### config.mk
export PLATFORM = sky130hd
export DESIGN_NAME = beacon_acquisition_lock_fsm_core_flat
export DESIGN_NICKNAME = d
export VERILOG_FILES = /design/src/rtl/bal_pkg.sv /design/src/rtl/bal_if.sv /design/src/rtl/bal_ctrl.sv /design/src/rtl/bal_datapath.sv /design/src/rtl/beacon_acquisition_lock_fsm_core.sv /design/src/flat_wrapper.sv
export SDC_FILE = /design/constraint.sdc
export NUM_CORES = 2
export LEC_CHECK = 0
export BUFFER_PORTS_ARGS = -buffer_cell sky130_fd_sc_hd__buf_2
export CORE_UTILIZATION = 30
export DETAILED_ROUTE_END_ITERATION = 12
export PLACE_DENSITY = 0.45
export SETUP_SLACK_MARGIN = 0.15
export SLEW_MARGIN = 30
export SYNTH_ARGS = -nofsm -noshare
export SYNTH_HDL_FRONTEND = slang
export SYNTH_SLANG_ARGS = --single-unit
### constraint.sdc
create_clock -name clk_i -period 15.46 [get_ports clk_i]
set_clock_uncertainty 0.05 [all_clocks]
set_input_delay 3.092 -clock clk_i [delete_from_list [all_inputs] [get_ports clk_i]]
set_output_delay 3.092 -clock clk_i [all_outputs]
set_load 0.005 [all_outputs]
### src/rtl/bal_pkg.sv
package bal_pkg;

  typedef enum logic [1:0] {
    MODE_SEARCH  = 2'd0,
    MODE_ACQUIRE = 2'd1,
    MODE_TRACK   = 2'd2,
    MODE_HOLD    = 2'd3
  } mode_e;

  typedef enum logic [2:0] {
    ST_IDLE = 3'd0,
    ST_UPD  = 3'd1,
    ST_DIV  = 3'd2,
    ST_CEPM = 3'd3,
    ST_CEPD = 3'd4,
    ST_OUT  = 3'd5
  } ctl_e;

  localparam int unsigned CfgIdxW = 3;
  localparam int unsigned CfgDatW = 20;
  localparam logic [CfgIdxW-1:0] REG_CODE    = 3'd0;
  localparam logic [CfgIdxW-1:0] REG_COLD    = 3'd1;
  localparam logic [CfgIdxW-1:0] REG_HOLD    = 3'd2;
  localparam logic [CfgIdxW-1:0] REG_COAST   = 3'd3;
  localparam logic [CfgIdxW-1:0] REG_CONF    = 3'd4;
  localparam logic [CfgIdxW-1:0] REG_TENT    = 3'd5;
  localparam logic [CfgIdxW-1:0] REG_UNCERT  = 3'd6;

  localparam logic [29:0] NeverLocked = 30'd1000000000;
  localparam logic [29:0] TimerMax    = 30'h3FFFFFFF;
  localparam logic [15:0] QNine       = 16'd36864;
  localparam logic [16:0] CepOne      = 17'd65536;
  localparam int unsigned DivSteps    = 34;
  // ceil(2^25 / 9): exact floor(y / 9) for y below 2^22
  localparam logic [21:0] CepRecip    = 22'd3728271;

  typedef struct packed {
    logic [15:0] quality;
    logic [15:0] elapsed;
    logic        present;
    logic        uncertain;
  } in_item_t;

  typedef struct packed {
    logic [1:0]  lock_state;
    logic [15:0] quality_out;
    logic [16:0] cep_out;
    logic        bearing_valid;
  } out_item_t;

  typedef struct packed {
    logic load;    // capture input item
    logic update;  // run state update step
    logic div_step;
    logic cep_mul;
    logic finish;  // write result item to output
  } cmd_t;

  typedef struct packed {
    logic need_div;
    logic div_done;
  } sts_t;

endpackage

### src/rtl/bal_if.sv
interface bal_in_if;
  logic               valid;
  logic               ready;
  bal_pkg::in_item_t  data;
  modport source (output valid, output data, input ready);
  modport sink   (input valid, input data, output ready);
endinterface

interface bal_out_if;
  logic               valid;
  logic               ready;
  bal_pkg::out_item_t data;
  modport source (output valid, output data, input ready);
  modport sink   (input valid, input data, output ready);
endinterface

### src/rtl/bal_ctrl.sv
module bal_ctrl (
  input  logic          clk_i,
  input  logic          rst_ni,
  input  logic          in_valid_i,
  output logic          in_ready_o,
  output logic          out_valid_o,
  input  logic          out_ready_i,
  input  bal_pkg::sts_t sts_i,
  output bal_pkg::cmd_t cmd_o
);
  import bal_pkg::*;

  ctl_e state_q, state_d;

  always_ff @(posedge clk_i or negedge rst_ni) begin
    if (!rst_ni) begin
      state_q <= ST_IDLE;
    end else begin
      state_q <= state_d;
    end
  end

  always_comb begin
    state_d = state_q;
    case (state_q)
      ST_IDLE: if (in_valid_i) state_d = ST_UPD;
      ST_UPD:  state_d = sts_i.need_div ? ST_DIV : ST_CEPM;
      ST_DIV:  if (sts_i.div_done) state_d = ST_CEPM;
      ST_CEPM: state_d = ST_CEPD;
      ST_CEPD: state_d = ST_OUT;
      ST_OUT:  if (out_ready_i) state_d = ST_IDLE;
      default: state_d = ST_IDLE;
    endcase
  end

  always_comb begin
    cmd_o = '0;
    in_ready_o = 1'b0;
    out_valid_o = 1'b0;
    case (state_q)
      ST_IDLE: begin
        in_ready_o = 1'b1;
        cmd_o.load = in_valid_i;
      end
      ST_UPD:  cmd_o.update = 1'b1;
      ST_DIV:  cmd_o.div_step = 1'b1;
      ST_CEPM: cmd_o.cep_mul = 1'b1;
      ST_CEPD: cmd_o.finish = 1'b1;
      ST_OUT:  out_valid_o = 1'b1;
      default: ;
    endcase
  end
endmodule

### src/rtl/bal_datapath.sv
module bal_datapath (
  input  logic                          clk_i,
  input  logic                          rst_ni,
  input  logic                          cfg_we_i,
  input  logic [bal_pkg::CfgIdxW-1:0]   cfg_idx_i,
  input  logic [bal_pkg::CfgDatW-1:0]   cfg_data_i,
  input  bal_pkg::in_item_t             in_i,
  input  bal_pkg::cmd_t                 cmd_i,
  output bal_pkg::sts_t                 sts_o,
  output bal_pkg::out_item_t            out_o
);
  import bal_pkg::*;

  logic [15:0] code_q, cold_q, hold_q;
  logic [19:0] coast_q;
  logic [16:0] conf_q, tent_q, unc_q;

  always_ff @(posedge clk_i or negedge rst_ni) begin
    if (!rst_ni) begin
      code_q  <= 16'd154;
      cold_q  <= 16'd308;
      hold_q  <= 16'd308;
      coast_q <= 20'd10000;
      conf_q  <= 17'd1311;
      tent_q  <= 17'd65536;
      unc_q   <= 17'd49152;
    end else if (cfg_we_i) begin
      case (cfg_idx_i)
        REG_CODE:   code_q  <= cfg_data_i[15:0];
        REG_COLD:   cold_q  <= cfg_data_i[15:0];
        REG_HOLD:   hold_q  <= cfg_data_i[15:0];
        REG_COAST:  coast_q <= cfg_data_i;
        REG_CONF:   conf_q  <= cfg_data_i[16:0];
        REG_TENT:   tent_q  <= cfg_data_i[16:0];
        REG_UNCERT: unc_q   <= cfg_data_i[16:0];
        default: ;
      endcase
    end
  end

  // lock state
  mode_e       mode_q;
  logic [29:0] tim_q, tsl_q, cred_q;
  logic [15:0] qual_q;
  logic        ever_q;
  in_item_t    it_q;

  function automatic logic [29:0] sat_add(input logic [29:0] a, input logic [15:0] b,
                                          input logic [29:0] cap);
    logic [30:0] s;
    s = {1'b0, a} + {15'd0, b};
    return (s > {1'b0, cap}) ? cap : s[29:0];
  endfunction

  // restoring divider for the ramp and hold decay ratios
  logic [33:0] dnum_q, dquo_q;
  logic [33:0] drem_q;
  logic [16:0] dden_q;
  logic [5:0]  dcnt_q;
  logic [34:0] dtrial;

  assign dtrial = {drem_q, dnum_q[33]} - {18'd0, dden_q};
  assign sts_o.div_done = (dcnt_q == 6'(DivSteps));

  // next-state comb for update
  logic [15:0] sq;
  mode_e       m;
  logic [29:0] t, l, c;
  logic [15:0] qn;
  logic        e, need;
  logic [33:0] nnum;
  logic [16:0] nden;
  logic [29:0] warm_cmp;

  always_comb begin
    sq = (it_q.quality > QNine) ? QNine : it_q.quality;
    m = mode_q; t = tim_q; l = tsl_q; c = cred_q; qn = qual_q; e = ever_q;
    need = 1'b0; nnum = '0; nden = '0;
    warm_cmp = {10'd0, coast_q};
    if (!it_q.present) begin
      if (m == MODE_TRACK) begin
        m = MODE_HOLD; t = '0; l = '0;
      end else if (m == MODE_ACQUIRE) begin
        m = MODE_SEARCH; t = '0;
      end
      c = '0;
      t = sat_add(t, it_q.elapsed, TimerMax);
      l = sat_add(l, it_q.elapsed, NeverLocked);
      if (m == MODE_HOLD && t >= {14'd0, hold_q}) begin
        m = MODE_SEARCH; t = '0;
      end
      if (m == MODE_HOLD) begin
        need = 1'b1;
        nnum = {18'd0, qual_q} * {18'd0, hold_q - t[15:0]};
        nden = {1'b0, hold_q};
      end else if (m == MODE_SEARCH) begin
        qn = '0;
      end
    end else begin
      if (m == MODE_SEARCH) begin
        m = MODE_ACQUIRE; t = '0; c = '0;
      end
      if (m == MODE_TRACK) begin
        t = sat_add(t, it_q.elapsed, TimerMax);
        l = '0; qn = sq;
      end else begin
        c = sat_add(c, it_q.elapsed, TimerMax);
        t = sat_add(t, it_q.elapsed, TimerMax);
        if (c >= {14'd0, ((ever_q && tsl_q <= warm_cmp) ? code_q : cold_q)}) begin
          m = MODE_TRACK; t = '0; l = '0; c = '0; e = 1'b1; qn = sq;
        end else begin
          // credit is below a 16-bit requirement here
          need = 1'b1;
          nnum = {18'd0, sq} * {18'd0, c[15:0]};
          nden = {1'b0, ((ever_q && tsl_q <= warm_cmp) ? code_q : cold_q)};
        end
      end
    end
  end

  assign sts_o.need_div = need;

  logic [33:0] cep_num;
  logic [33:0] cep_rnd;
  logic [43:0] cep_prod;
  logic [33:0] cep_q;
  logic [16:0] cep_f;

  always_ff @(posedge clk_i) begin
    if (cmd_i.cep_mul) begin
      cep_num <= {17'd0, tent_q} * {18'd0, QNine - qual_q}
               + {17'd0, conf_q} * {18'd0, qual_q};
    end
  end

  // rounded divide by 36864: drop 12 bits, then multiply by 1/9
  assign cep_rnd  = cep_num + 34'(QNine / 2);
  assign cep_prod = {22'd0, cep_rnd[33:12]} * {22'd0, CepRecip};

  always_comb begin
    cep_q = {15'd0, cep_prod[43:25]};
    if (it_q.uncertain && cep_q < {17'd0, unc_q}) cep_q = {17'd0, unc_q};
    if (cep_q > {17'd0, CepOne}) cep_q = {17'd0, CepOne};
    cep_f = cep_q[16:0];
  end

  always_ff @(posedge clk_i or negedge rst_ni) begin
    if (!rst_ni) begin
      mode_q <= MODE_SEARCH;
      tim_q  <= '0;
      tsl_q  <= NeverLocked;
      cred_q <= '0;
      qual_q <= '0;
      ever_q <= 1'b0;
      dcnt_q <= '0;
    end else begin
      if (cmd_i.update) begin
        mode_q <= m; tim_q <= t; tsl_q <= l; cred_q <= c; qual_q <= qn; ever_q <= e;
        dcnt_q <= '0;
      end else if (cmd_i.div_step && !sts_o.div_done) begin
        dcnt_q <= dcnt_q + 6'd1;
      end
      if (cmd_i.div_step && sts_o.div_done) begin
        qual_q <= dquo_q[15:0];
      end
    end
  end

  always_ff @(posedge clk_i) begin
    if (cmd_i.load) it_q <= in_i;
    if (cmd_i.update) begin
      dnum_q <= nnum; dden_q <= nden; drem_q <= '0; dquo_q <= '0;
    end else if (cmd_i.div_step && !sts_o.div_done) begin
      if (!dtrial[34]) begin
        drem_q <= dtrial[33:0];
        dquo_q <= {dquo_q[32:0], 1'b1};
      end else begin
        drem_q <= {drem_q[32:0], dnum_q[33]};
        dquo_q <= {dquo_q[32:0], 1'b0};
      end
      dnum_q <= {dnum_q[32:0], 1'b0};
    end
    if (cmd_i.finish) begin
      out_o.lock_state    <= mode_q;
      out_o.quality_out   <= qual_q;
      out_o.cep_out       <= it_q.present ? cep_f : 17'd0;
      out_o.bearing_valid <= it_q.present;
    end
  end
endmodule

### src/rtl/beacon_acquisition_lock_fsm_core.sv
// Beacon acquisition lock machine.
// Input channel in (bal_in_if sink): one tick item per transfer carrying
// signal presence, quality Q4.12, elapsed ms and the identity-uncertain flag.
// Output channel out (bal_out_if source): one result item per tick with lock
// state, quality, CEP Q1.16 and bearing-valid.
// Configuration: cfg_we_i/cfg_idx_i/cfg_data_i, write only, one register a
// clock, index as listed (code word credit, cold credit, hold limit, coast
// window, confident/tentative/uncertain CEP). Write only while idle.
// Sequence: an accepted item is captured, the state update runs, a ramp or
// hold decay then runs the 34-step restoring divider, the CEP product is
// registered and the result is written to the output register. The CEP
// rounding divide by 36864 is a 12-bit shift and a reciprocal multiply.
// One item at a time; ready is high only with no item in flight.
// A result waits in the output register while the receiver stalls; the next
// item is accepted after it has been taken.
// Reset: registers take their defaults, machine searching, never locked.
module beacon_acquisition_lock_fsm_core (
  input  logic                        clk_i,
  input  logic                        rst_ni,
  input  logic                        cfg_we_i,
  input  logic [bal_pkg::CfgIdxW-1:0] cfg_idx_i,
  input  logic [bal_pkg::CfgDatW-1:0] cfg_data_i,
  bal_in_if.sink                      in_if,
  bal_out_if.source                   out_if
);
  import bal_pkg::*;

  cmd_t cmd;
  sts_t sts;

  bal_ctrl u_ctrl (
    .clk_i, .rst_ni,
    .in_valid_i (in_if.valid),
    .in_ready_o (in_if.ready),
    .out_valid_o(out_if.valid),
    .out_ready_i(out_if.ready),
    .sts_i      (sts),
    .cmd_o      (cmd)
  );

  bal_datapath u_dp (
    .clk_i, .rst_ni, .cfg_we_i, .cfg_idx_i, .cfg_data_i,
    .in_i  (in_if.data),
    .cmd_i (cmd),
    .sts_o (sts),
    .out_o (out_if.data)
  );
endmodule

### src/flat_wrapper.sv
// flat-port wrapper written by rule: the top's interface ports become plain ports
module beacon_acquisition_lock_fsm_core_flat import bal_pkg::*;
  (clk_i, rst_ni, cfg_we_i, cfg_idx_i, cfg_data_i, in_if_valid, in_if_data, in_if_ready, out_if_valid, out_if_data, out_if_ready);
  bal_in_if in_if_i ();
  bal_out_if out_if_i ();
  input  logic clk_i;
  input  logic rst_ni;
  input  logic cfg_we_i;
  input  logic [bal_pkg::CfgIdxW-1:0] cfg_idx_i;
  input  logic [bal_pkg::CfgDatW-1:0] cfg_data_i;
  input wire logic [$bits(in_if_i.valid)-1:0] in_if_valid;
  input wire logic [$bits(in_if_i.data)-1:0] in_if_data;
  output wire logic [$bits(in_if_i.ready)-1:0] in_if_ready;
  output wire logic [$bits(out_if_i.valid)-1:0] out_if_valid;
  output wire logic [$bits(out_if_i.data)-1:0] out_if_data;
  input wire logic [$bits(out_if_i.ready)-1:0] out_if_ready;
  assign in_if_i.valid = in_if_valid;
  assign in_if_i.data = in_if_data;
  assign in_if_ready = in_if_i.ready;
  assign out_if_valid = out_if_i.valid;
  assign out_if_data = out_if_i.data;
  assign out_if_i.ready = out_if_ready;
  beacon_acquisition_lock_fsm_core u_core (.clk_i(clk_i), .rst_ni(rst_ni), .cfg_we_i(cfg_we_i), .cfg_idx_i(cfg_idx_i), .cfg_data_i(cfg_data_i), .in_if(in_if_i), .out_if(out_if_i));
endmodule
==> flow_summary.json <==
{
  "avgRoutedWirePerCell_um": 21.63,
  "grt_max_degree": 65,
  "setup-tns-final_ps": 0,
  "critPathArrivalTime_ps": 14840,
  "crit_end": "u_core.u_dp.dnum_q[30]",
  "max_stage_delay_ps": 560,
  "clock-sinks": 430,
  "finalHoldViolCount": 0,
  "grt_pass1_vias": 54881,
  "final-setup-viol-count": 0,
  "grt_setup_unrepaired": "false",
  "gp_congestion": 0.8978,
  "crit_path_start_kind": "flop",
  "detail_route.vias_per_cell": 4.935,
  "worst_ep_required_time_ps": 15860,
  "fin_crit_ps": 14440,
  "synth_area_sq_um": 67880,
  "synth_most_common_cell": "inv_1",
  "core-area_sq_um": 224900,
  "ant_nets": 0,
  "synth_edf_count": 143,
  "cts_tree": "built",
  "h-tree-depth": 2,
  "cp.depth": 63,
  "grt_use_total_pct": 20.06,
  "vias": 51637,
  "insertion_delay_ps": 770,
  "ys_ff_latch": 430,
  "synth_nets": 9247,
  "globalRouteOverflowTotal": 0,
  "post_route_cells_drive_above_1_share_pct": 7.592,
  "dr.pass1.iters": 11,
  "post-route-period-util_pct": 93.38,
  "synthTopCellsByArea": "fa_1 30%, ha_1 14%, inv_1 7.4%",
  "crit_path_frequent_cell": "fa_1",
  "r2r_end": "u_core.u_dp.dnum_q[30]",
  "cts_made_buffers": 60,
  "yosysWarningCount": 0,
  "critical_path_class": "reg -> reg",
  "drt_iter0_markers": 2917,
  "ys_async_sr_fraction_pct": 55.12,
  "holdPathStages": 2,
  "ff2ff_path_depth": 63,
  "area_delta_synth_final_pct": 9.600,
  "root_buffer": "clkbuf_16",
  "drv_slew": 0,
  "yosysTopAreaCellShare_pct": 29.76,
  "io_pins": 100,
  "io_buffers": 99,
  "clk_path_buf_depth": 3,
  "r2r_setup_slack_ps": 1020,
  "path_delay_family": "compound AO/OA/AOI/OAI gates",
  "die_h_um": 477.7,
  "cap_violations": 0,
  "holdCritStartpoint": "u_core.u_dp.dquo_q[12]",
  "synth.largest_area_cell": "fa_1",
  "start_util_pct": 30.18,
  "synth_cell_types": 102,
  "crit_buf_inv": 8,
  "crit_start": "u_core.u_dp.mode_q[1]",
  "worst_slew_pin_slew_ps": 974.8,
  "maxSlewHeadroom_pct": 33.15,
  "final.fill_count": 23442,
  "critPathSlowestCell": "fa_1",
  "avgSynthCellArea_sq_um": 9.155,
  "whs_ps": 350.0,
  "r2r-start": "u_core.u_dp.mode_q[1]",
  "drt-total-wl_mm": 226.3,
  "drc": 48,
  "clk_pin_slew_ps": 80,
  "die_w_um": 477.7,
  "grt_pass1_wl_mm": 348.1,
  "nets": 9249,
  "status": "finished, violations left",
  "syn_inst": 7414,
  "dp_hpwl_mm": 181.8,
  "hold_path.class": "reg -> reg",
  "worstSetupEndpointType": "flop",
  "ys_seq_area_share_pct": 16.61,
  "antenna_found_initial": 19,
  "num_rows": 174,
  "max_freq_mhz": 69.27,
  "dieArea_sq_um": 228200,
  "critPathMaxFanout": 9,
  "ys_top_cells_by_count": "1336 x inv_1, 1048 x nand2_1, 1009 x fa_1, 762 x ha_1, 381 x and2_1",
  "violations": "design-rule violations",
  "synth_ff_type": "dfrtp_1"
}
[sequential cells by signal (all words and copies together), names as in the netlist, 3 cells and up]
name	count
u_core.u_ctrl.state_q	3
u_core.u_dp.cep_num	23
u_core.u_dp.coast_q	20
u_core.u_dp.code_q	16
u_core.u_dp.cold_q	16
u_core.u_dp.conf_q	17
u_core.u_dp.cred_q	30
u_core.u_dp.dcnt_q	6
u_core.u_dp.dden_q	16
u_core.u_dp.dnum_q	34
u_core.u_dp.dquo_q	16
u_core.u_dp.drem_q	34
u_core.u_dp.hold_q	16
u_core.u_dp.it_q	34
u_core.u_dp.out_o	36
u_core.u_dp.qual_q	16
u_core.u_dp.tent_q	17
u_core.u_dp.tim_q	30
u_core.u_dp.tsl_q	30
u_core.u_dp.unc_q	17
[per-layer routing]
layer | GRT usage, % | up-vias | share of wire [%]
met5 | 0 | - | 0
li1 | - | 23789 | -
met4 | 4.597 | 0 | 2.3
met1 | 28.10 | 26471 | 46
met3 | 1.950 | 238 | 4.4
met2 | 33.21 | 1139 | 47
[worst min path at each step]
stage                                  end
finish              u_core.u_dp.dquo_q[13]
global route        u_core.u_dp.dquo_q[13]
CTS                 u_core.u_dp.dquo_q[13]
detailed placement  u_core.u_dp.dquo_q[15]
global placement    u_core.u_dp.dquo_q[10]
floorplan            u_core.u_dp.out_o[19]
[cell type report]
class                   count  area (sq um)  share of cell area [%]
multi-input cells        5354         50630                   68.06
flip-flops and latches    430         11280                   15.16
repair buffers            229          1513                   2.033
clock buffers              71          1583                   2.128
inverters                1341          5034                   6.766
clock inverters            43         599.3                  0.8056
diodes                      4         10.01                 0.01346
well taps                2992          3744                   5.032
[kinds of logic (layout without fill, tap and decap cells)]
family | count (synthesis) | after routing | synth area share, %
AND/OR/NAND/NOR | 2216 | 2216 | 15.34
adder cells (fa/ha/maj) | 1771 | 1771 | 43.81
buffers and inverters | 1630 | 1684 | 9.067
AO/OA/AOI/OAI | 969 | 969 | 9.552
flip-flops | 430 | 430 | 16.61
XOR/XNOR | 244 | 244 | 3.148
multiplexers | 154 | 154 | 2.476
other | 0 | 4 | 0
[worst reg2reg max path: cells and delay by family (launching register included)]
family,cells,cell delay (ps)
flops,1,410
xor+xnor,2,260
simple gates,10,1630
compound gates,30,5780
mux,1,450
fa+ha+maj,12,4860
buf+inv,8,690
[metrics by stage]
step	utilization, %	area [sq um]	instances	setup slack [ps]
floorplan	-	67880	7414	1434
CTS	33.04	74300	10457	242.8
global route	33.07	74380	10460	162.0
global placement	32.03	72040	10342	259.7
finish	33.08	74390	10464	1024
detailed placement	32.07	72110	10343	39.67
[repair_timing]
item / in CTS / in global routing
endpoints found under the setup margin: 1 / 12
pin swaps: 0 / 4
gates cloned: 0 / 0
setup buffers: 0 / 1
resized for setup: 1 / 8
hold buffers: 0 / 0
[placed cells by master (no fill, tap or decap), types with 94 or more instances in the layout]
| cell | Yosys | layout |
|---|---|---|
| nor2_1 | 322 | 318 |
| inv_1 | 1336 | 1335 |
| xnor2_1 | 149 | 146 |
| ha_1 | 762 | 762 |
| and2_1 | 381 | 381 |
| nand2_1 | 1048 | 1045 |
| a21o_1 | 111 | 111 |
| dfrtp_1 | 197 | 194 |
| mux2_2 | 111 | 111 |
| nand3_1 | 103 | 103 |
| xor2_1 | 95 | 94 |
| buf_2 | 17 | 98 |
| a21oi_1 | 245 | 242 |
| buf_4 | 2 | 127 |
| o21ai_0 | 195 | 195 |
| fa_1 | 1009 | 1009 |
| edfxtp_1 | 143 | 143 |
Power is left out: the tool's default activity adds up to more than one toggle a clock period on the data nets, which glitch-free logic cannot reach.
